`src/hw/rtl/sawa_pkg.sv`:
```
// ----------------------------------------------------------------------------
// Stop-and-wait ARQ sender package
// Shared types, codes and constants of the ARQ sender front, queue and back.
// ----------------------------------------------------------------------------
package sawa_pkg;

  // Default and largest supported frame payload, in bytes.
  localparam int unsigned MAX_PAYLOAD      = 60;
  localparam int unsigned MAX_PAYLOAD_HIGH = 62;

  // Length and replay position width: a position runs up to length + 1.
  localparam int unsigned LEN_W = $clog2(MAX_PAYLOAD_HIGH + 2);

  localparam logic [15:0] TIMEOUT_RESET = 16'd200;

  // Depth of the command queue between front and back.
  localparam int unsigned CMDQ_DEPTH = 2;

  typedef enum logic [1:0] {
    OP_BYTE = 2'd0,
    OP_ACK  = 2'd1,
    OP_TICK = 2'd2,
    OP_NONE = 2'd3
  } op_e;

  typedef enum logic [2:0] {
    KIND_BYTE   = 3'd0,
    KIND_CSUM   = 3'd1,
    KIND_SEQ    = 3'd2,
    KIND_ACKED  = 3'd3,
    KIND_REJECT = 3'd4
  } kind_e;

  // Work handed from front to back.
  typedef enum logic [1:0] {
    CMD_SINGLE    = 2'd0,  // one result word
    CMD_FRAME_END = 2'd1,  // last byte, checksum, sequence number
    CMD_REPLAY    = 2'd2   // stored frame, checksum, sequence number
  } cmd_e;

  typedef struct packed {
    logic [1:0] operation;
    logic [7:0] data_byte;
    logic       last_byte;
    logic [7:0] ack_seq;
  } sawa_in_t;

  typedef struct packed {
    logic [2:0] out_kind;
    logic [7:0] out_byte;
    logic       out_retry;
    logic       out_last;
  } sawa_out_t;

  typedef struct packed {
    cmd_e             cmd;
    kind_e            kind;
    logic [7:0]       data;
    logic [7:0]       csum;
    logic [7:0]       seq;
    logic [LEN_W-1:0] len;
  } sawa_cmd_t;

  typedef struct packed {
    logic full;
    logic has_replay;
  } sawa_qstat_t;

  typedef struct packed {
    logic             en;
    logic [LEN_W-1:0] addr;
    logic [7:0]       data;
  } sawa_wr_t;

endpackage

```
`src/hw/rtl/sawa_front.sv`:
```
// ----------------------------------------------------------------------------
// ARQ sender front
// Accepts input words, keeps the protocol state and pushes commands.
// ----------------------------------------------------------------------------
module sawa_front import sawa_pkg::*; #(
  parameter int unsigned MaxPayload = MAX_PAYLOAD
) (
  input  logic        clk_i,
  input  logic        rst_ni,
  input  logic        in_valid_i,
  output logic        in_ready_o,
  input  sawa_in_t    in_data_i,
  input  logic        cfg_valid_i,
  output logic        cfg_ready_o,
  input  logic [15:0] cfg_data_i,
  input  sawa_qstat_t qstat_i,
  output logic        push_o,
  output sawa_cmd_t   cmd_o,
  output sawa_wr_t    wr_o
);

  logic [LEN_W-1:0] len_q, len_d;
  logic [7:0]       csum_q, csum_d;
  logic [7:0]       seq_q, seq_d;
  logic             wait_q, wait_d;
  logic [15:0]      elapsed_q, elapsed_d;
  logic [15:0]      timeout_q;
  logic [7:0]       csum_next;
  logic [15:0]      tick_cnt;
  logic             accept;

  // The store must not change under a replay, so input waits for it to drain.
  assign in_ready_o  = !qstat_i.full && !qstat_i.has_replay;
  assign cfg_ready_o = 1'b1;
  assign accept      = in_valid_i && in_ready_o;
  assign csum_next   = csum_q ^ in_data_i.data_byte;
  assign tick_cnt    = (elapsed_q != 16'hFFFF) ? elapsed_q + 16'd1 : elapsed_q;

  always_comb begin
    len_d     = len_q;
    csum_d    = csum_q;
    seq_d     = seq_q;
    wait_d    = wait_q;
    elapsed_d = elapsed_q;
    push_o    = 1'b0;
    cmd_o     = '{cmd: CMD_SINGLE, kind: KIND_BYTE, data: in_data_i.data_byte,
                  csum: csum_q, seq: seq_q, len: len_q};
    wr_o      = '{en: 1'b0, addr: len_q, data: in_data_i.data_byte};
    if (accept) begin
      unique case (in_data_i.operation)
        OP_BYTE: begin
          push_o = 1'b1;
          if (wait_q || (len_q >= LEN_W'(MaxPayload))) begin
            cmd_o.kind = KIND_REJECT;
            cmd_o.data = 8'd0;
          end else begin
            wr_o.en = 1'b1;
            len_d   = len_q + 1'b1;
            csum_d  = csum_next;
            if (in_data_i.last_byte) begin
              cmd_o.cmd  = CMD_FRAME_END;
              cmd_o.csum = csum_next;
              wait_d     = 1'b1;
              elapsed_d  = 16'd0;
            end
          end
        end
        OP_ACK: begin
          if (wait_q) begin
            push_o    = 1'b1;
            elapsed_d = 16'd0;
            if (in_data_i.ack_seq == seq_q) begin
              cmd_o.cmd = CMD_REPLAY;
            end else begin
              cmd_o.kind = KIND_ACKED;
              cmd_o.data = seq_q;
              seq_d      = seq_q + 8'd1;
              len_d      = '0;
              csum_d     = 8'd0;
              wait_d     = 1'b0;
            end
          end
        end
        OP_TICK: begin
          if (wait_q) begin
            // A timeout of zero fires on the first tick, like a timeout of one.
            if (tick_cnt >= timeout_q) begin
              push_o    = 1'b1;
              cmd_o.cmd = CMD_REPLAY;
              elapsed_d = 16'd0;
            end else begin
              elapsed_d = tick_cnt;
            end
          end
        end
        default: begin
        end
      endcase
    end
  end

  always_ff @(posedge clk_i or negedge rst_ni) begin
    if (!rst_ni) begin
      len_q     <= '0;
      csum_q    <= 8'd0;
      seq_q     <= 8'd0;
      wait_q    <= 1'b0;
      elapsed_q <= 16'd0;
      timeout_q <= TIMEOUT_RESET;
    end else begin
      len_q     <= len_d;
      csum_q    <= csum_d;
      seq_q     <= seq_d;
      wait_q    <= wait_d;
      elapsed_q <= elapsed_d;
      if (cfg_valid_i && cfg_ready_o) begin
        timeout_q <= cfg_data_i;
      end
    end
  end

endmodule

```
`src/hw/rtl/sawa_cmdq.sv`:
```
// ----------------------------------------------------------------------------
// ARQ sender command queue
// Short first-word-fall-through queue between front and back.
// ----------------------------------------------------------------------------
module sawa_cmdq import sawa_pkg::*; (
  input  logic        clk_i,
  input  logic        rst_ni,
  input  logic        push_i,
  input  sawa_cmd_t   cmd_i,
  input  logic        pop_i,
  output sawa_cmd_t   head_o,
  output logic        empty_o,
  output sawa_qstat_t qstat_o
);

  localparam int unsigned PtrW = (CMDQ_DEPTH > 1) ? $clog2(CMDQ_DEPTH) : 1;

  sawa_cmd_t             ent_q [CMDQ_DEPTH];
  logic [CMDQ_DEPTH-1:0] vld_q, vld_d;
  logic [PtrW-1:0]       wr_ptr_q, wr_ptr_d;
  logic [PtrW-1:0]       rd_ptr_q, rd_ptr_d;
  logic                  has_replay;

  assign head_o  = ent_q[rd_ptr_q];
  assign empty_o = !vld_q[rd_ptr_q];

  always_comb begin
    has_replay = 1'b0;
    for (int i = 0; i < CMDQ_DEPTH; i++) begin
      if (vld_q[i] && (ent_q[i].cmd == CMD_REPLAY)) begin
        has_replay = 1'b1;
      end
    end
  end

  assign qstat_o = '{full: vld_q[wr_ptr_q], has_replay: has_replay};

  always_comb begin
    vld_d    = vld_q;
    wr_ptr_d = wr_ptr_q;
    rd_ptr_d = rd_ptr_q;
    if (pop_i) begin
      vld_d[rd_ptr_q] = 1'b0;
      rd_ptr_d = (rd_ptr_q == PtrW'(CMDQ_DEPTH - 1)) ? '0 : rd_ptr_q + 1'b1;
    end
    if (push_i) begin
      vld_d[wr_ptr_q] = 1'b1;
      wr_ptr_d = (wr_ptr_q == PtrW'(CMDQ_DEPTH - 1)) ? '0 : wr_ptr_q + 1'b1;
    end
  end

  always_ff @(posedge clk_i or negedge rst_ni) begin
    if (!rst_ni) begin
      vld_q    <= '0;
      wr_ptr_q <= '0;
      rd_ptr_q <= '0;
    end else begin
      vld_q    <= vld_d;
      wr_ptr_q <= wr_ptr_d;
      rd_ptr_q <= rd_ptr_d;
    end
  end

  always_ff @(posedge clk_i) begin
    if (push_i) begin
      ent_q[wr_ptr_q] <= cmd_i;
    end
  end

endmodule

```
`src/hw/rtl/sawa_back.sv`:
```
// ----------------------------------------------------------------------------
// ARQ sender back
// Holds the frame store and turns commands into result words.
// ----------------------------------------------------------------------------
module sawa_back import sawa_pkg::*; #(
  parameter int unsigned MaxPayload = MAX_PAYLOAD
) (
  input  logic      clk_i,
  input  logic      rst_ni,
  input  sawa_wr_t  wr_i,
  input  sawa_cmd_t head_i,
  input  logic      empty_i,
  output logic      pop_o,
  output logic      out_valid_o,
  input  logic      out_ready_i,
  output sawa_out_t out_data_o
);

  localparam int unsigned AddrW = (MaxPayload > 1) ? $clog2(MaxPayload) : 1;

  logic [7:0]       mem_q [MaxPayload];
  logic [7:0]       rdata_q;
  logic [LEN_W-1:0] pos_q, pos_d;
  logic [LEN_W-1:0] nbytes;
  logic             out_valid_q, out_valid_d;
  kind_e            kind_q, kind_c;
  logic [7:0]       byte_q, byte_c;
  logic             retry_q, last_q, last_c;
  logic             mem_sel_q, mem_c;
  logic             advance, emit;

  always_ff @(posedge clk_i) begin
    if (wr_i.en) begin
      mem_q[wr_i.addr[AddrW-1:0]] <= wr_i.data;
    end
  end

  assign advance = !out_valid_q || out_ready_i;
  assign emit    = advance && !empty_i;
  assign nbytes  = (head_i.cmd == CMD_REPLAY) ? head_i.len : LEN_W'(1);

  // Word at the current position of the head command.
  always_comb begin
    kind_c = head_i.kind;
    byte_c = head_i.data;
    last_c = 1'b1;
    mem_c  = 1'b0;
    if (head_i.cmd != CMD_SINGLE) begin
      if (pos_q < nbytes) begin
        kind_c = KIND_BYTE;
        last_c = 1'b0;
        mem_c  = (head_i.cmd == CMD_REPLAY);
      end else if (pos_q == nbytes) begin
        kind_c = KIND_CSUM;
        byte_c = head_i.csum;
        last_c = 1'b0;
      end else begin
        kind_c = KIND_SEQ;
        byte_c = head_i.seq;
      end
    end
  end

  assign pop_o       = emit && last_c;
  assign out_valid_d = advance ? !empty_i : out_valid_q;
  assign pos_d       = emit ? (last_c ? '0 : pos_q + 1'b1) : pos_q;

  always_ff @(posedge clk_i or negedge rst_ni) begin
    if (!rst_ni) begin
      out_valid_q <= 1'b0;
      pos_q       <= '0;
    end else begin
      out_valid_q <= out_valid_d;
      pos_q       <= pos_d;
    end
  end

  always_ff @(posedge clk_i) begin
    if (emit) begin
      kind_q    <= kind_c;
      byte_q    <= byte_c;
      retry_q   <= (head_i.cmd == CMD_REPLAY);
      last_q    <= last_c;
      mem_sel_q <= mem_c;
      if (mem_c) begin
        rdata_q <= mem_q[pos_q[AddrW-1:0]];
      end
    end
  end

  assign out_valid_o = out_valid_q;
  assign out_data_o  = '{out_kind: kind_q, out_byte: mem_sel_q ? rdata_q : byte_q,
                         out_retry: retry_q, out_last: last_q};

endmodule

```
`src/hw/rtl/stop_and_wait_arq_sender.sv`:
```
// ----------------------------------------------------------------------------
// Stop-and-wait ARQ sender
// Frames payload bytes, adds checksum and sequence number, and retransmits
// the stored frame on timeout or on a repeated acknowledgement.
// ----------------------------------------------------------------------------
// Usage:
// The input channel takes one word per item: a payload byte, an
// acknowledgement or a time tick. The output channel gives result words;
// the last word caused by an input word carries out_last.
// The configuration channel writes the timeout in ticks; it is always ready
// and must only be written while the block is idle.
// Commands are queued and result words registered. A plain payload byte
// gives one result word, and the block takes one input word per cycle
// while the command queue has room. While the receiver is ready, a last
// byte gives three words and a retransmission frame length plus two, one
// per cycle, with stored bytes read from the frame store's registered port;
// input is held off until the replay has left the command queue.
// Reset clears the protocol state, sets the timeout to 200 ticks and leaves
// the frame store undefined; no clearing pass is needed because only bytes
// written in the current frame are ever read back.
// When the receiver stalls, the output word holds, the queue fills and the
// input side stops taking words.
// ----------------------------------------------------------------------------
module stop_and_wait_arq_sender import sawa_pkg::*; #(
  parameter int unsigned MaxPayload = MAX_PAYLOAD
) (
  input  logic        clk_i,
  input  logic        rst_ni,
  input  logic        in_valid_i,
  output logic        in_ready_o,
  input  sawa_in_t    in_data_i,
  output logic        out_valid_o,
  input  logic        out_ready_i,
  output sawa_out_t   out_data_o,
  input  logic        cfg_valid_i,
  output logic        cfg_ready_o,
  input  logic [15:0] cfg_data_i
);

  // Front to queue: one command per accepted word that causes results.
  logic        push;
  sawa_cmd_t   push_cmd;
  sawa_qstat_t qstat;
  // Queue to back: the head command, popped after its last word.
  sawa_cmd_t   head;
  logic        empty;
  logic        pop;
  // Front to frame store: byte writes while a frame is being built.
  sawa_wr_t    store_wr;

  sawa_front #(
    .MaxPayload(MaxPayload)
  ) u_front (
    .clk_i      (clk_i),
    .rst_ni     (rst_ni),
    .in_valid_i (in_valid_i),
    .in_ready_o (in_ready_o),
    .in_data_i  (in_data_i),
    .cfg_valid_i(cfg_valid_i),
    .cfg_ready_o(cfg_ready_o),
    .cfg_data_i (cfg_data_i),
    .qstat_i    (qstat),
    .push_o     (push),
    .cmd_o      (push_cmd),
    .wr_o       (store_wr)
  );

  sawa_cmdq u_cmdq (
    .clk_i  (clk_i),
    .rst_ni (rst_ni),
    .push_i (push),
    .cmd_i  (push_cmd),
    .pop_i  (pop),
    .head_o (head),
    .empty_o(empty),
    .qstat_o(qstat)
  );

  // The back side owns the frame store and the output register.
  sawa_back #(
    .MaxPayload(MaxPayload)
  ) u_back (
    .clk_i      (clk_i),
    .rst_ni     (rst_ni),
    .wr_i       (store_wr),
    .head_i     (head),
    .empty_i    (empty),
    .pop_o      (pop),
    .out_valid_o(out_valid_o),
    .out_ready_i(out_ready_i),
    .out_data_o (out_data_o)
  );

endmodule

```
`config.mk`:
```
export PLATFORM = sky130hd
export DESIGN_NAME = stop_and_wait_arq_sender
export DESIGN_NICKNAME = d
export VERILOG_FILES = /design/src/hw/rtl/sawa_pkg.sv /design/src/hw/rtl/sawa_front.sv /design/src/hw/rtl/sawa_cmdq.sv /design/src/hw/rtl/sawa_back.sv /design/src/hw/rtl/stop_and_wait_arq_sender.sv
export SDC_FILE = /design/constraint.sdc
export NUM_CORES = 1
export LEC_CHECK = 0
export BUFFER_PORTS_ARGS = -buffer_cell sky130_fd_sc_hd__buf_2
export CORE_MARGIN = 2
export CORE_UTILIZATION = 55
export DETAILED_ROUTE_END_ITERATION = 8
export PLACE_DENSITY = 0.77
export SLEW_MARGIN = 40
export SYNTH_ARGS = -nofsm -noshare
export SYNTH_HDL_FRONTEND = slang
export SYNTH_SLANG_ARGS = --single-unit
export TNS_END_PERCENT = 1
```
`constraint.sdc`:
```
create_clock -name clk_i -period 4.3 [get_ports clk_i]
set_input_delay 0.43 -clock clk_i [delete_from_list [all_inputs] [get_ports clk_i]]
set_output_delay 0.43 -clock clk_i [all_outputs]
set_load 0.05 [all_outputs]
```
# Word-level counts from Yosys, hierarchy flattened
# Memory sizes are Yosys's and may differ from the RTL's. A register that Yosys moved wholly into a read port is not among the register bits.
# Index checks and enable logic that the tools add are counted.
dict set report word_totals {
  ff_bits 80
  latch_bits 0
  ram_bits 550
  mem_bits_ro 0
  output_inout_bits 16
  n_memories 2
}
dict set report op_classes {
  n_addsub 6
  multipliers 0
  div_mod_pow 0
  n_lt_le_gt_ge 7
  eq_ne 13
  n_shift 0
  muxes 74
  bitwise_logic 5
  reduce_logical 22
}
# name words word_bits read_ports rd_ports_with_merged_regs wr line_no
set memory_table {}
lappend memory_table {u_back.mem_q 60 8 1 1 1 sawa_back.sv:21} ;# logic [7:0] mem_q [MaxPayload];
lappend memory_table {u_cmdq.ent_q 2 35 3 0 1 sawa_cmdq.sv:18} ;# sawa_cmd_t ent_q [CMDQ_DEPTH];
# op n
set op_table {}
lappend op_table {{16-bit two-way mux} 6}
lappend op_table {{8-bit two-way mux} 10}
lappend op_table {{16-bit one-hot mux with 3 select lines} 1}
lappend op_table {{1-bit two-way mux} 31}
lappend op_table {{6-bit two-way mux} 5}
lappend op_table {{11-bit one-hot mux with 2 select lines} 1}
lappend op_table {{21-bit two-way mux} 1}
lappend op_table {{16-bit by 1-bit adder with 16-bit output, second input constant} 1}
lappend op_table {{16-bit greater-or-equal comparator} 1}
lappend op_table {{16-bit != test, second input constant} 1}
lappend op_table {{8-bit one-hot mux with 2 select lines} 1}
lappend op_table {{2-bit two-way mux} 7}
lappend op_table {{13-bit two-way mux} 1}
lappend op_table {{6-bit by 1-bit adder with 6-bit output, second input constant} 2}
lappend op_table {{6-bit one-hot mux with 2 select lines} 1}
lappend op_table {{11-bit two-way mux} 1}
lappend op_table {{10-bit two-way mux} 1}
lappend op_table {{8-bit by 1-bit adder with 8-bit output, second input constant} 1}
lappend op_table {{2-bit == test, second input constant} 4}
lappend op_table {{8-bit == test} 1}
lappend op_table {{1-bit logical AND} 8}
lappend op_table {{4-bit AND reduction} 2}
lappend op_table {{8-bit bitwise XOR} 1}
lappend op_table {{6-bit == test} 1}
lappend op_table {{25 further kinds} 37}

# Longest topological paths before layout
# Gate-level depths: netlist of the first run.
# An unclocked memory read counts as a cell.
dict set report depth {
  ltp_word 11
  mapped_depth 14
  ltp_nobuf 13
}

# Hierarchy
# From an unflattened synthesis of the first run, not the netlist that was laid out.
dict set report hier_totals {
  cells_unflattened 1610
  area_unflattened_um2 26970.9
}
# module n_inst cells_each area_per_inst_um2 seq_area_each_um2
set by_module_without_submodules {}
lappend by_module_without_submodules {sawa_back 1 1079 20568.5 15249.6}
lappend by_module_without_submodules {sawa_front 1 404 3631.0 1380.1}
lappend by_module_without_submodules {sawa_cmdq 1 127 2771.4 2202.1}

# Worst setup path after synthesis of the first run
# Ideal clock, no wire load.
dict set report synth_timing {
  path_type {reg-to-reg}
  from {register u_front.elapsed_q[8]}
  to {memory u_cmdq.ent_q[0][0] in the netlist's numbering, enable pin}
  arrival_ps 4066
  required_time_ps 3875
  path_slack_ps -192
  path_stages_with_launch 14
  n_path_buf 1
  cell_sequence {dfrtp_1 > buf_2 > nand4_2 > or2_1 > nor3_2 > nand3_1 > mux2_2 > ha_1 > nand4_1 > nor3_1 > o311ai_1 > nand3_4 > o221ai_2 > nor2_1}
}
dict set report synth_via {
  elab_chain_len 9
  elab_cells_between_ends 10
  cone_classes {1 x add/sub; 1 x order compare; 1 x eq/ne; 7 x mux}
}
# item line_no
set synth_lines {}
lappend synth_lines {{start, declared} sawa_front.sv:26} ;# logic [15:0] elapsed_q, elapsed_d;
lappend synth_lines {{start signal, assigned} sawa_front.sv:115} ;# elapsed_q <= elapsed_d;
lappend synth_lines {{16-bit by 1-bit adder with 16-bit output or 16-bit != test (tied branches)} sawa_front.sv:37} ;# assign tick_cnt = (elapsed_q != 16'hFFFF) ? elapsed_q + 16'd1 : elapsed_q;
lappend synth_lines {{16-bit two-way mux (*)} sawa_front.sv:37}
lappend synth_lines {{16-bit greater-or-equal comparator (*)} sawa_front.sv:87} ;# if (tick_cnt >= timeout_q) begin
lappend synth_lines {{1-bit two-way mux (*)} sawa_front.sv:87}
lappend synth_lines {{1-bit two-way mux (*)} sawa_front.sv:85} ;# if (wait_q) begin
lappend synth_lines {{1-bit one-hot mux with 3 select lines (*)} sawa_front.sv:50} ;# unique case (in_data_i.operation)
lappend synth_lines {{1-bit two-way mux (*)} sawa_front.sv:49} ;# if (accept) begin
lappend synth_lines {{1-bit two-way mux (*)} sawa_cmdq.sv:65} ;# if (push_i) begin
lappend synth_lines {{1-bit two-way mux (implied by the code) (*)} sawa_cmdq.sv:66} ;# ent_q[wr_ptr_q] <= cmd_i;
lappend synth_lines {{end, declared} sawa_cmdq.sv:18}
# Mark *: on every way between the ends. The rest lies on a longest branch, timed or not.

# Worst setup path after layout of the first run
dict set report layout_timing {
  from {register u_front.elapsed_q[0]}
  to {memory u_cmdq.ent_q[0][2] in the netlist's numbering, enable pin}
}
# The elaborated chain is that of the path after synthesis.

==> flow_summary.ini, run 1 <==
[drt]
route.detailed.wl_per_inst_um = 25.6
antenna_violating_nets_post_route = 0
drc = 0
via_count = 13966
drt-initial-drc-count = 1591
finalWirelength_um = 57500
post_drt_via_cell_ratio = 6.21
first_pass_iters = 5

[min_path]
tightest_hold_check_type = in -> reg

[logic_synthesis]
syn-instance-count = 1466
synth-edff-count = 570
synth_area_per_cell_sq_um = 17.9
mappedNetlistNets = 1532
synth.lib_cells_used.distinct = 75
synth_async_sr_flop_share_pct = 10.4
synth_warnings = 0
yosysSeqAreaShare_pct = 71.5
syn_area_sq_um = 26200
ys_ff_latch = 636
postSynth.topFlopCell = edfxtp_1

[cells_and_area]
diodes_inserted = 0
layout.cell_area.non_filler_sq_um = 29600
layout-area-overhead-vs-synth_pct = 12.7
layout.nets = 1648
layout.cells.most_common = edfxtp_1
final_layout_size_suffix_gt1_share_pct = 25.5
mostFrequentLayoutCells = 570 x edfxtp_1, 144 x mux4_2, 99 x nor2_1
finish.cell_count_without_fillers = 2248

[worst_setup_path]
critPathLaunchType = flop
setup_crit_end_kind = flop
timing.critical_path.slowest_cell_delay_ps = 720
cp_data_required_time_ps = 4620
path_max_fanout = 34
critical_path_arrival_ps = 4280
path_common_cell = ha_1
crit_chain = ha_1, nand4_2, or4_1, nand2_2, xnor2_1, ha_1, a31oi_1, nor2b_1, o311ai_1, nand3_4, o221ai_2, nor2_2, buf_4
slowest_stage = or4_1
critPathKind = reg -> reg

[global_route]
overall_global_routing_usage_pct = 23.7
antenna_found_initial = 0
first_global_vias = 14172
grt_max_degree = 65
global_route_overflow = 0
grt_pass1_wl_um = 87100

[floorplan]
core.rowCount = 80
design.portCount = 56
initial_utilization_pct = 55.3
fp.dieW_um = 222
fp.dieArea_sq_um = 49500
core_area_sq_um = 47400
chipHeight_um = 222

[clock_network]
post_cts_sizing = 0
cts_buffer_depth = 3
worst_skew_pair.late_latency_ps = 650
cts_made_buffers = 59
clk_pin_slew_ps = 60
clkSinkCount = 636
clock_tree.htree_level_count = 2
tritoncts = done
clock_tree.root_cell = clkbuf_16

[sta]
rsz0062_at_grt = no
finalHoldViolCount = 0
slew_viol_final = 0
final-setup-viol-count = 0
final.setup.tns_ps = 0
period_share_pct = 92.2
worstMarginPinSlew_ps = 903
final_period_minus_worst_setup_slack_ps = 3960
skew_ps = 39.9
max_transition_margin_pct = 39.7
maxClockFrequency_mhz = 252

[power_and_ir_drop]
irDropWorstVdd_v = 0.000411
report.power.total_uw = 16800
power_density_nw_per_um2 = 569
leakage_uw = 0.0102

[place]
gp_congestion = 0.845
port_buffers = 54
hpwl_um = 35100
postPlaceCellArea_sq_um = 27500
placedCellCount = 2134

[flow_run]
cap_viol_max_count = 0

[outcome]
status = finished, final reports clean
## Yosys cell counts (all sizes together), types with 3 or more instances
master | instances | area [sq um]
nor2 | 106 | 405
buf | 46 | 300
nor2b | 7 | 43.8
mux2 | 18 | 203
a21o | 12 | 90.1
nand3b | 10 | 75.1
o22ai | 3 | 18.8
and3 | 9 | 57.6
a31oi | 3 | 18.8
mux2i | 27 | 270
o21ai | 54 | 270
mux4 | 144 | 3240
inv | 33 | 124
nor3b | 5 | 37.5
nand3 | 21 | 128
xnor2 | 21 | 184
ha | 26 | 325
nand4 | 12 | 100
o21a | 5 | 37.5
o311ai | 4 | 35.0
xor2 | 14 | 123
a211oi | 4 | 30.0
nor3 | 9 | 50.1
nand2 | 93 | 352
o31ai | 5 | 37.5
a22o | 16 | 140
dfrtp | 63 | 1580
and2 | 6 | 37.5
nand2b | 5 | 31.3
clkbuf | 28 | 105
nor4 | 6 | 52.6
a32oi | 9 | 78.8
or2 | 5 | 31.3
dfstp | 3 | 78.8
or3 | 4 | 25.0
edfxtp | 570 | 17100
a21oi | 35 | 175
## per-layer routing
layer | wire (um) | global-route usage (%) | vias to the layer above
li1 | - | - | 6052
met1 | 22600 | 32.1 | 7121
met2 | 28100 | 38.6 | 659
met3 | 4800 | 4.72 | 134
met4 | 2080 | 8.90 | 0
met5 | 0 | 0 | -
## state kept, by name (all words and copies together), names as in the netlist, 6 cells and up
signal             flops
u_front.csum_q         8
u_front.elapsed_q     16
u_back.rdata_q         8
u_cmdq.ent_q          68
u_front.seq_q          8
u_back.pos_q           6
u_back.mem_q         480
u_back.byte_q          8
u_front.timeout_q     16
u_front.len_q          6
## critical path: cells and delay by family (launching register included)
kind | cells | cell delay (ps)
fa+ha+maj | 2 | 550
buf+inv | 1 | 280
xor+xnor | 1 | 150
flops | 1 | 440
simple gates | 6 | 1320
compound gates | 3 | 900
## path summary, 6_finish.rpt
kind | start | end | slack (ps) | depth (start not counted)
hold / removal | cfg_data_i[4] | u_front.timeout_q[4]$_DFFE_PN0P_ | 30 | 3
setup reg to reg | u_front.elapsed_q[0]$_DFFE_PN0P_ | u_cmdq.ent_q[0][2]$_DFFE_PP_ | 340 | 13
max in group asynchronous | rst_ni | u_back.pos_q[0]$_DFFE_PN0P_ | 3130 | 3
setup / recovery | u_front.elapsed_q[0]$_DFFE_PN0P_ | u_cmdq.ent_q[0][2]$_DFFE_PP_ | 340 | 13
min in group asynchronous | rst_ni | u_front.seq_q[0]$_DFFE_PN0P_ | 320 | 2
hold reg to reg | u_back.out_valid_o$_DFFE_PN0P_ | u_back.out_valid_o$_DFFE_PN0P_ | 510 | 2
## through the flow
| stage | hold WS [ps] | setup WS [ps] | utilization (%) |
|---|---|---|---|
| 2_1_floorplan | 134 | -192 | - |
| 3_3_place_gp | 491 | 393 | 57.9 |
| 3_5_place_dp | 497 | 309 | 57.9 |
| 4_1_cts | 1.55 | 292 | 62.3 |
| 5_1_grt | 22.9 | 28.0 | 62.3 |
| 6_report | 30.3 | 336 | 62.3 |
## power breakdown
part	switching [uW]	total, uW	internal (uW)
logic	2180	3810	1630
registers	398	7520	7120
clock network	2300	5510	3210
total	4870	16800	12000
## what timing repair did
item | CTS | global route
buffers inserted | 0 | 0
hold buffers | 2 | 0
endpoints found under the hold margin | 29 | 0
## cell families (layout without fill, tap and decap cells)
| kind of cell | after synthesis | after routing | synth area share, % |
|---|---|---|---|
| flip-flops | 636 | 636 | 71.5 |
| buffers and inverters | 107 | 274 | 2.02 |
| multiplexers | 189 | 189 | 14.2 |
| AO/OA/AOI/OAI | 167 | 167 | 4.19 |
| XOR/XNOR | 35 | 35 | 1.17 |
| AND/OR/NAND/NOR | 305 | 305 | 5.67 |
| other | 1 | 1 | 0.0143 |
| adder cells (fa/ha/maj) | 26 | 26 | 1.24 |
## layout make-up
type	count	area [sq um]
flip-flops and latches	636	18800
inverters	33	126
multi-input cells	723	6950
well taps	615	769
repair buffers	129	878
clock inverters	44	553
clock buffers	68	1510
fillers	3201	17900
Power figures use the tool's default switching activity.
==> run 2: changes to the inputs <==
- BUFFER_PORTS_ARGS: -buffer_cell sky130_fd_sc_hd__buf_2 -> default
- DONT_BUFFER_PORTS: default -> 1
- PLACE_DENSITY: 0.77 -> 0.76
==> flow_summary.ini, run 2 (synthesized netlist as in run 1, its figures left out) <==
[sta]
maxClockFrequency_mhz = 249
setup_ws_ps = 289
period_share_pct = 93.3
skew_ps = 36.5
worstMarginPinSlew_ps = 834
finalHoldViolCount = 0
final-setup-viol-count = 0
max_transition_margin_pct = 44.2
final_period_minus_worst_setup_slack_ps = 4010
rsz0062_at_grt = no
slew_viol_final = 0

[worst_setup_path]
path_max_fanout = 34
cp_data_required_time_ps = 4630
critPathLaunchType = flop
critical_path_arrival_ps = 4340
worst_r2r_path_depth = 13
setup_crit_end_kind = flop
worst-r2r-setup-slack_ps = 290
critPathKind = reg -> reg

[place]
hpwl_um = 34800
placedCellCount = 2085
postPlaceCellArea_sq_um = 27200
gp_congestion = 0.929
dp_worst_setup_slack_ps = 269
port_buffers = 0

[global_route]
global_route_overflow = 0
first_global_vias = 13936
grt_pass1_wl_um = 88500
grt_max_degree = 67
antenna_found_initial = 1
overall_global_routing_usage_pct = 24.3

[clock_network]
clock_tree.root_cell = clkbuf_16
cts_buffer_depth = 3
clk_pin_slew_ps = 70
tritoncts = done
cts_made_buffers = 60
post_cts_sizing = 0
clkSinkCount = 636
worst_skew_pair.late_latency_ps = 630
clock_tree.htree_level_count = 2

[floorplan]
chipHeight_um = 222
fp.dieW_um = 222
core_area_sq_um = 47400
fp.dieArea_sq_um = 49500
design.portCount = 56
core.rowCount = 80
initial_utilization_pct = 55.3

[min_path]
tightest_hold_check_type = in -> reg
hold_depth = 2

[drt]
antenna_violating_nets_post_route = 0
drc = 0
finalWirelength_um = 58600
via_count = 14020
route.detailed.wl_per_inst_um = 26.3
drt-initial-drc-count = 1571
post_drt_via_cell_ratio = 6.29
first_pass_iters = 6

[cells_and_area]
layout.cells.most_common = edfxtp_1
layout.cell_area.non_filler_sq_um = 29700
layout-area-overhead-vs-synth_pct = 13.0
mostFrequentLayoutCells = 570 x edfxtp_1, 144 x mux4_2, 99 x nor2_1
largest_register_ff_count = 480
finish.cell_count_without_fillers = 2228
final_layout_size_suffix_gt1_share_pct = 22.8
layout.nets = 1628

[power_and_ir_drop]
irDropWorstVdd_v = 0.000445
leakage_uw = 0.0101
power_density_nw_per_um2 = 559

[outcome]
status = finished, final reports clean

[flow_run]
cap_viol_max_count = 0
## run 2: cell count changes in the layout (fill, tap and decap cells not counted), sizes merged
cell | previous run | this run
buf | 127 | 88
dlygate4sd3 | 2 | 20
clkbuf | 68 | 83
clkinv | 25 | 20
bufinv | 11 | 7
inv | 37 | 33
clkinvlp | 4 | 2
diode | 0 | 1
## run 2: area by class of cell
type                    count  area (sq um)
clock buffers              83          1610
multi-input cells         723          6950
well taps                 615           769
flip-flops and latches    636         18800
repair buffers            108          1060
fillers                  3233         17800
clock inverters            29           353
diodes                      1          2.50
inverters                  33           124
## run 2: power breakdown
group          internal (uW)  switching [uW]
sequential              7130             465
combinational           1620            2120
clock                   3030            2230
## run 2: routing by layer
layer  wire length (um)  up-vias  share of wire [%]  GRT usage, %
met5                  0        -                  0             0
met4               1700        0                2.9          7.58
met3               4720      104                8.0          4.80
met2              29200      649                 50          39.7
met1              23000     7252                 39          33.4
li1                   -     6015                  -             -
## run 2: critical path, cell delays in order (launching register included)
cell and delay (ps):
dfrtp_1 440, ha_1 270, nand4_2 180, or4_1 730, nand2_1 140, nand2_1 70
ha_1 280, nor2b_1 130, o211a_1 210, o311ai_1 420, nand3_4 140, o221ai_2 360
nor2_2 60, buf_4 280
## run 2: final timing paths
check | startpoint | to
max in group asynchronous | rst_ni | u_front.timeout_q[6]$_DFFE_PN1P_
min | in_data_i[8] | u_front.wait_q$_DFFE_PN0P_
max reg2reg | u_front.elapsed_q[0]$_DFFE_PN0P_ | u_cmdq.ent_q[1][2]$_DFFE_PP_
max | u_front.elapsed_q[0]$_DFFE_PN0P_ | u_cmdq.ent_q[1][2]$_DFFE_PP_
min reg2reg | u_front.timeout_q[0]$_DFFE_PN0P_ | u_front.timeout_q[0]$_DFFE_PN0P_
min in group asynchronous | rst_ni | u_front.elapsed_q[9]$_DFFE_PN0P_
## run 2: through the flow
| stage | hold WS (ps) | power, uW | utilization (%) | TNS [ps] |
|---|---|---|---|---|
| after CTS | 4.55 | 16600 | 62.5 | 0 |
| after global placement | 136 | 11200 | 57.4 | 0 |
| after detailed placement | 136 | 11300 | 57.4 | 0 |
| final | 29.6 | 16600 | 62.5 | 0 |
| after global routing | 22.4 | 17200 | 62.5 | 0 |
| after floorplan | 134 | 10300 | - | -13030 |
## run 2: timing repair
item / in CTS / in global routing
setup buffers: 0 / 0
hold endpoints to repair: 566 / 0
hold buffers: 30 / 0
==> run 3: changes to the inputs <==
- CORE_UTILIZATION: 55 -> 57
- GPL_TIMING_DRIVEN: default -> 0
- PLACE_DENSITY: 0.76 -> 0.78
==> flow_summary.ini, run 3 (synthesized netlist as in run 1, its figures left out) <==
[worst_setup_path]
setup_crit_end_kind = flop
slowest_stage = nor4_4
worst_r2r_path_depth = 15
critPathLaunchType = flop
timing.critical_path.slowest_cell_delay_ps = 510
critPathKind = reg -> reg
timing.critical_path.depth = 15
path_max_fanout = 16
cell_family_with_most_cp_delay = simple AND/OR/NAND/NOR gates
r2r-start = u_front.elapsed_q[0]$_DFFE_PN0P_
cp_data_required_time_ps = 4690
critical_path.n_buffers_inverters = 2
critical_path_arrival_ps = 4480
crit_chain = ha_1, nand4_2, nor4_4, nor2_1, or4b_1, nand2_1, ha_1, a21oi_1, nor2_1, nor4_2, nand3_4, o221ai_4, nor2_4, buf_16, buf_16
cp-startpoint = u_front.elapsed_q[0]$_DFFE_PN0P_

[cells_and_area]
layout.cell_area.non_filler_sq_um = 29700
diodes_inserted = 0
layout-area-overhead-vs-synth_pct = 13.3
mostFrequentLayoutCells = 570 x edfxtp_1, 144 x mux4_2, 92 x nand2_1
largest_register_ff_count = 480
final_layout_size_suffix_gt1_share_pct = 22.7
multiInputGateArea_sq_um = 7060
seq_area_sq_um = 18800
layout.nets = 1629
layout.cells.most_common = edfxtp_1
layout.filler_cells = 2928

[sta]
maxClockFrequency_mhz = 245
setup_ws_ps = 218
rsz0062_at_grt = yes
slew_viol_final = 0
period_share_pct = 94.9
finalHoldViolCount = 0
final-setup-viol-count = 0
max_transition_margin_pct = 43.0
worstMarginPinSlew_ps = 851
skew_ps = 33.2
final_period_minus_worst_setup_slack_ps = 4080

[place]
gp_congestion = 0.886
port_buffers = 0
postPlaceCellArea_sq_um = 27100
hpwl_um = 36100
dp_worst_setup_slack_ps = 14.5

[global_route]
overall_global_routing_usage_pct = 26.3
grt_max_degree = 67
first_global_vias = 14426
global_route_overflow = 0
grt_pass1_wl_um = 91600
antenna_found_initial = 1

[power_and_ir_drop]
clock_power_share_pct = 32.4
leakage_uw = 0.0101
power.share.sequential_pct = 43.6
swShare_pct = 29.1
power_density_nw_per_um2 = 572
internal_power_contribution_uw = 12100
power_frac_comb_pct = 24.0
power.net_switching_uw = 4960
irDropWorstVdd_v = 0.000512

[floorplan]
chipHeight_um = 219
initial_utilization_pct = 57.8
design.portCount = 56
fp.dieW_um = 219
core_area_sq_um = 45400
core.rowCount = 78
fp.dieArea_sq_um = 47800

[drt]
m1WireLength_um = 23100
topRoutingLayerUsed = met5
met3RoutedLength_um = 5040
via_count = 14155
antenna_violating_nets_post_route = 0
finalWirelength_um = 60300
drc = 0
drt-initial-drc-count = 1869
first_pass_iters = 6
met2_wirelength_um = 30300
route.detailed.wl_per_inst_um = 27.2
post_drt_via_cell_ratio = 6.40

[clock_network]
tritoncts = done
clkSinkCount = 636
clock_tree.root_cell = clkbuf_16
cts_made_buffers = 60
worst_skew_pair.late_latency_ps = 650
clock_tree.htree_level_count = 2
clk_pin_slew_ps = 60
cts_buffer_depth = 3

[min_path]
hold_depth = 1
tightest_hold_check_type = in -> reg
holdCritStartpoint = in_data_i[10]

[outcome]
status = finished, final reports clean

[flow_run]
cap_viol_max_count = 0
==> run 3: cell types whose count changed in the layout (fill, tap and decap cells not counted), sizes merged <==
cell	change
dlygate4sd3	+1
buf	-28
diode	-1
clkinvlp	-1
clkbuf	+22
clkinv	+4
bufinv	+3
==> run 3: through the flow <==
step                TNS (ps)  util, %  hold slack, ps  cells  total power [uW]
floorplan             -13030        -             134   1466             10300
global placement      -99880     59.5             136   2066             11300
global route            -251     65.5            34.4   2213             17600
finish                     0     65.5            47.0   2213             17000
detailed placement         0     59.7             135   2069             11400
CTS                        0     65.3            15.4   2211             17000
==> run 3: power by group through the flow <==
| stage | Sequential [uW] | Combinational [uW] | Clock [uW] |
|---|---|---|---|
| final | 7420 | 4080 | 5510 |
| after global routing | 7450 | 4330 | 5820 |
| after CTS | 7420 | 4050 | 5560 |
| after detailed placement | 7540 | 3870 | 0 |
| after global placement | 7520 | 3740 | 0 |
| after floorplan | 7450 | 2830 | 0 |
==> run 3: final timing paths <==
| kind | slack (ps) | end |
|---|---|---|
| max | 220 | u_cmdq.ent_q[1][21]$_DFFE_PP_ |
| min | 50 | u_cmdq.ent_q[1][23]$_DFFE_PP_ |
| max reg2reg | 220 | u_cmdq.ent_q[1][21]$_DFFE_PP_ |
| min reg2reg | 500 | u_cmdq.ent_q[1][5]$_DFFE_PP_ |
| max in group asynchronous | 3600 | u_front.timeout_q[6]$_DFFE_PN1P_ |
| min in group asynchronous | 380 | u_front.seq_q[5]$_DFFE_PN0P_ |
==> run 3: layout make-up <==
class | instances | share of cell area [%]
Multi-Input combinational cell | 723 | 23.8
Inverter | 33 | 0.417
Sequential cell | 636 | 63.1
Tap cell | 600 | 2.52
Clock inverter | 35 | 1.52
Buffer | 74 | 1.37
Timing Repair Buffer | 35 | 1.89
Clock buffer | 77 | 5.40
==> run 3: layer usage <==
layer	up-vias	GRT usage (%)
li1	6009	-
met1	7312	35.8
met2	708	43.4
met3	124	5.44
met4	2	7.69
met5	-	0
==> run 3: what timing repair did <==
action / CTS / global route
endpoints found under the setup margin: 1 / 72
endpoints found under the hold margin: 566 / 0
gates cloned: 0 / 0
setup buffers: 0 / 2
hold buffers: 30 / 0
pin swaps: 0 / 1
gates resized for setup: 1 / 4
==> run 3: worst reg2reg max path, delay by kind of cell (launching register included) <==
family,cells,cell delay (ps)
and+or+nand+nor,9,1920
adders and majority gates,2,610
buffers and inverters,2,350
DFF,1,440
AOI/OAI and AO/OA,2,520
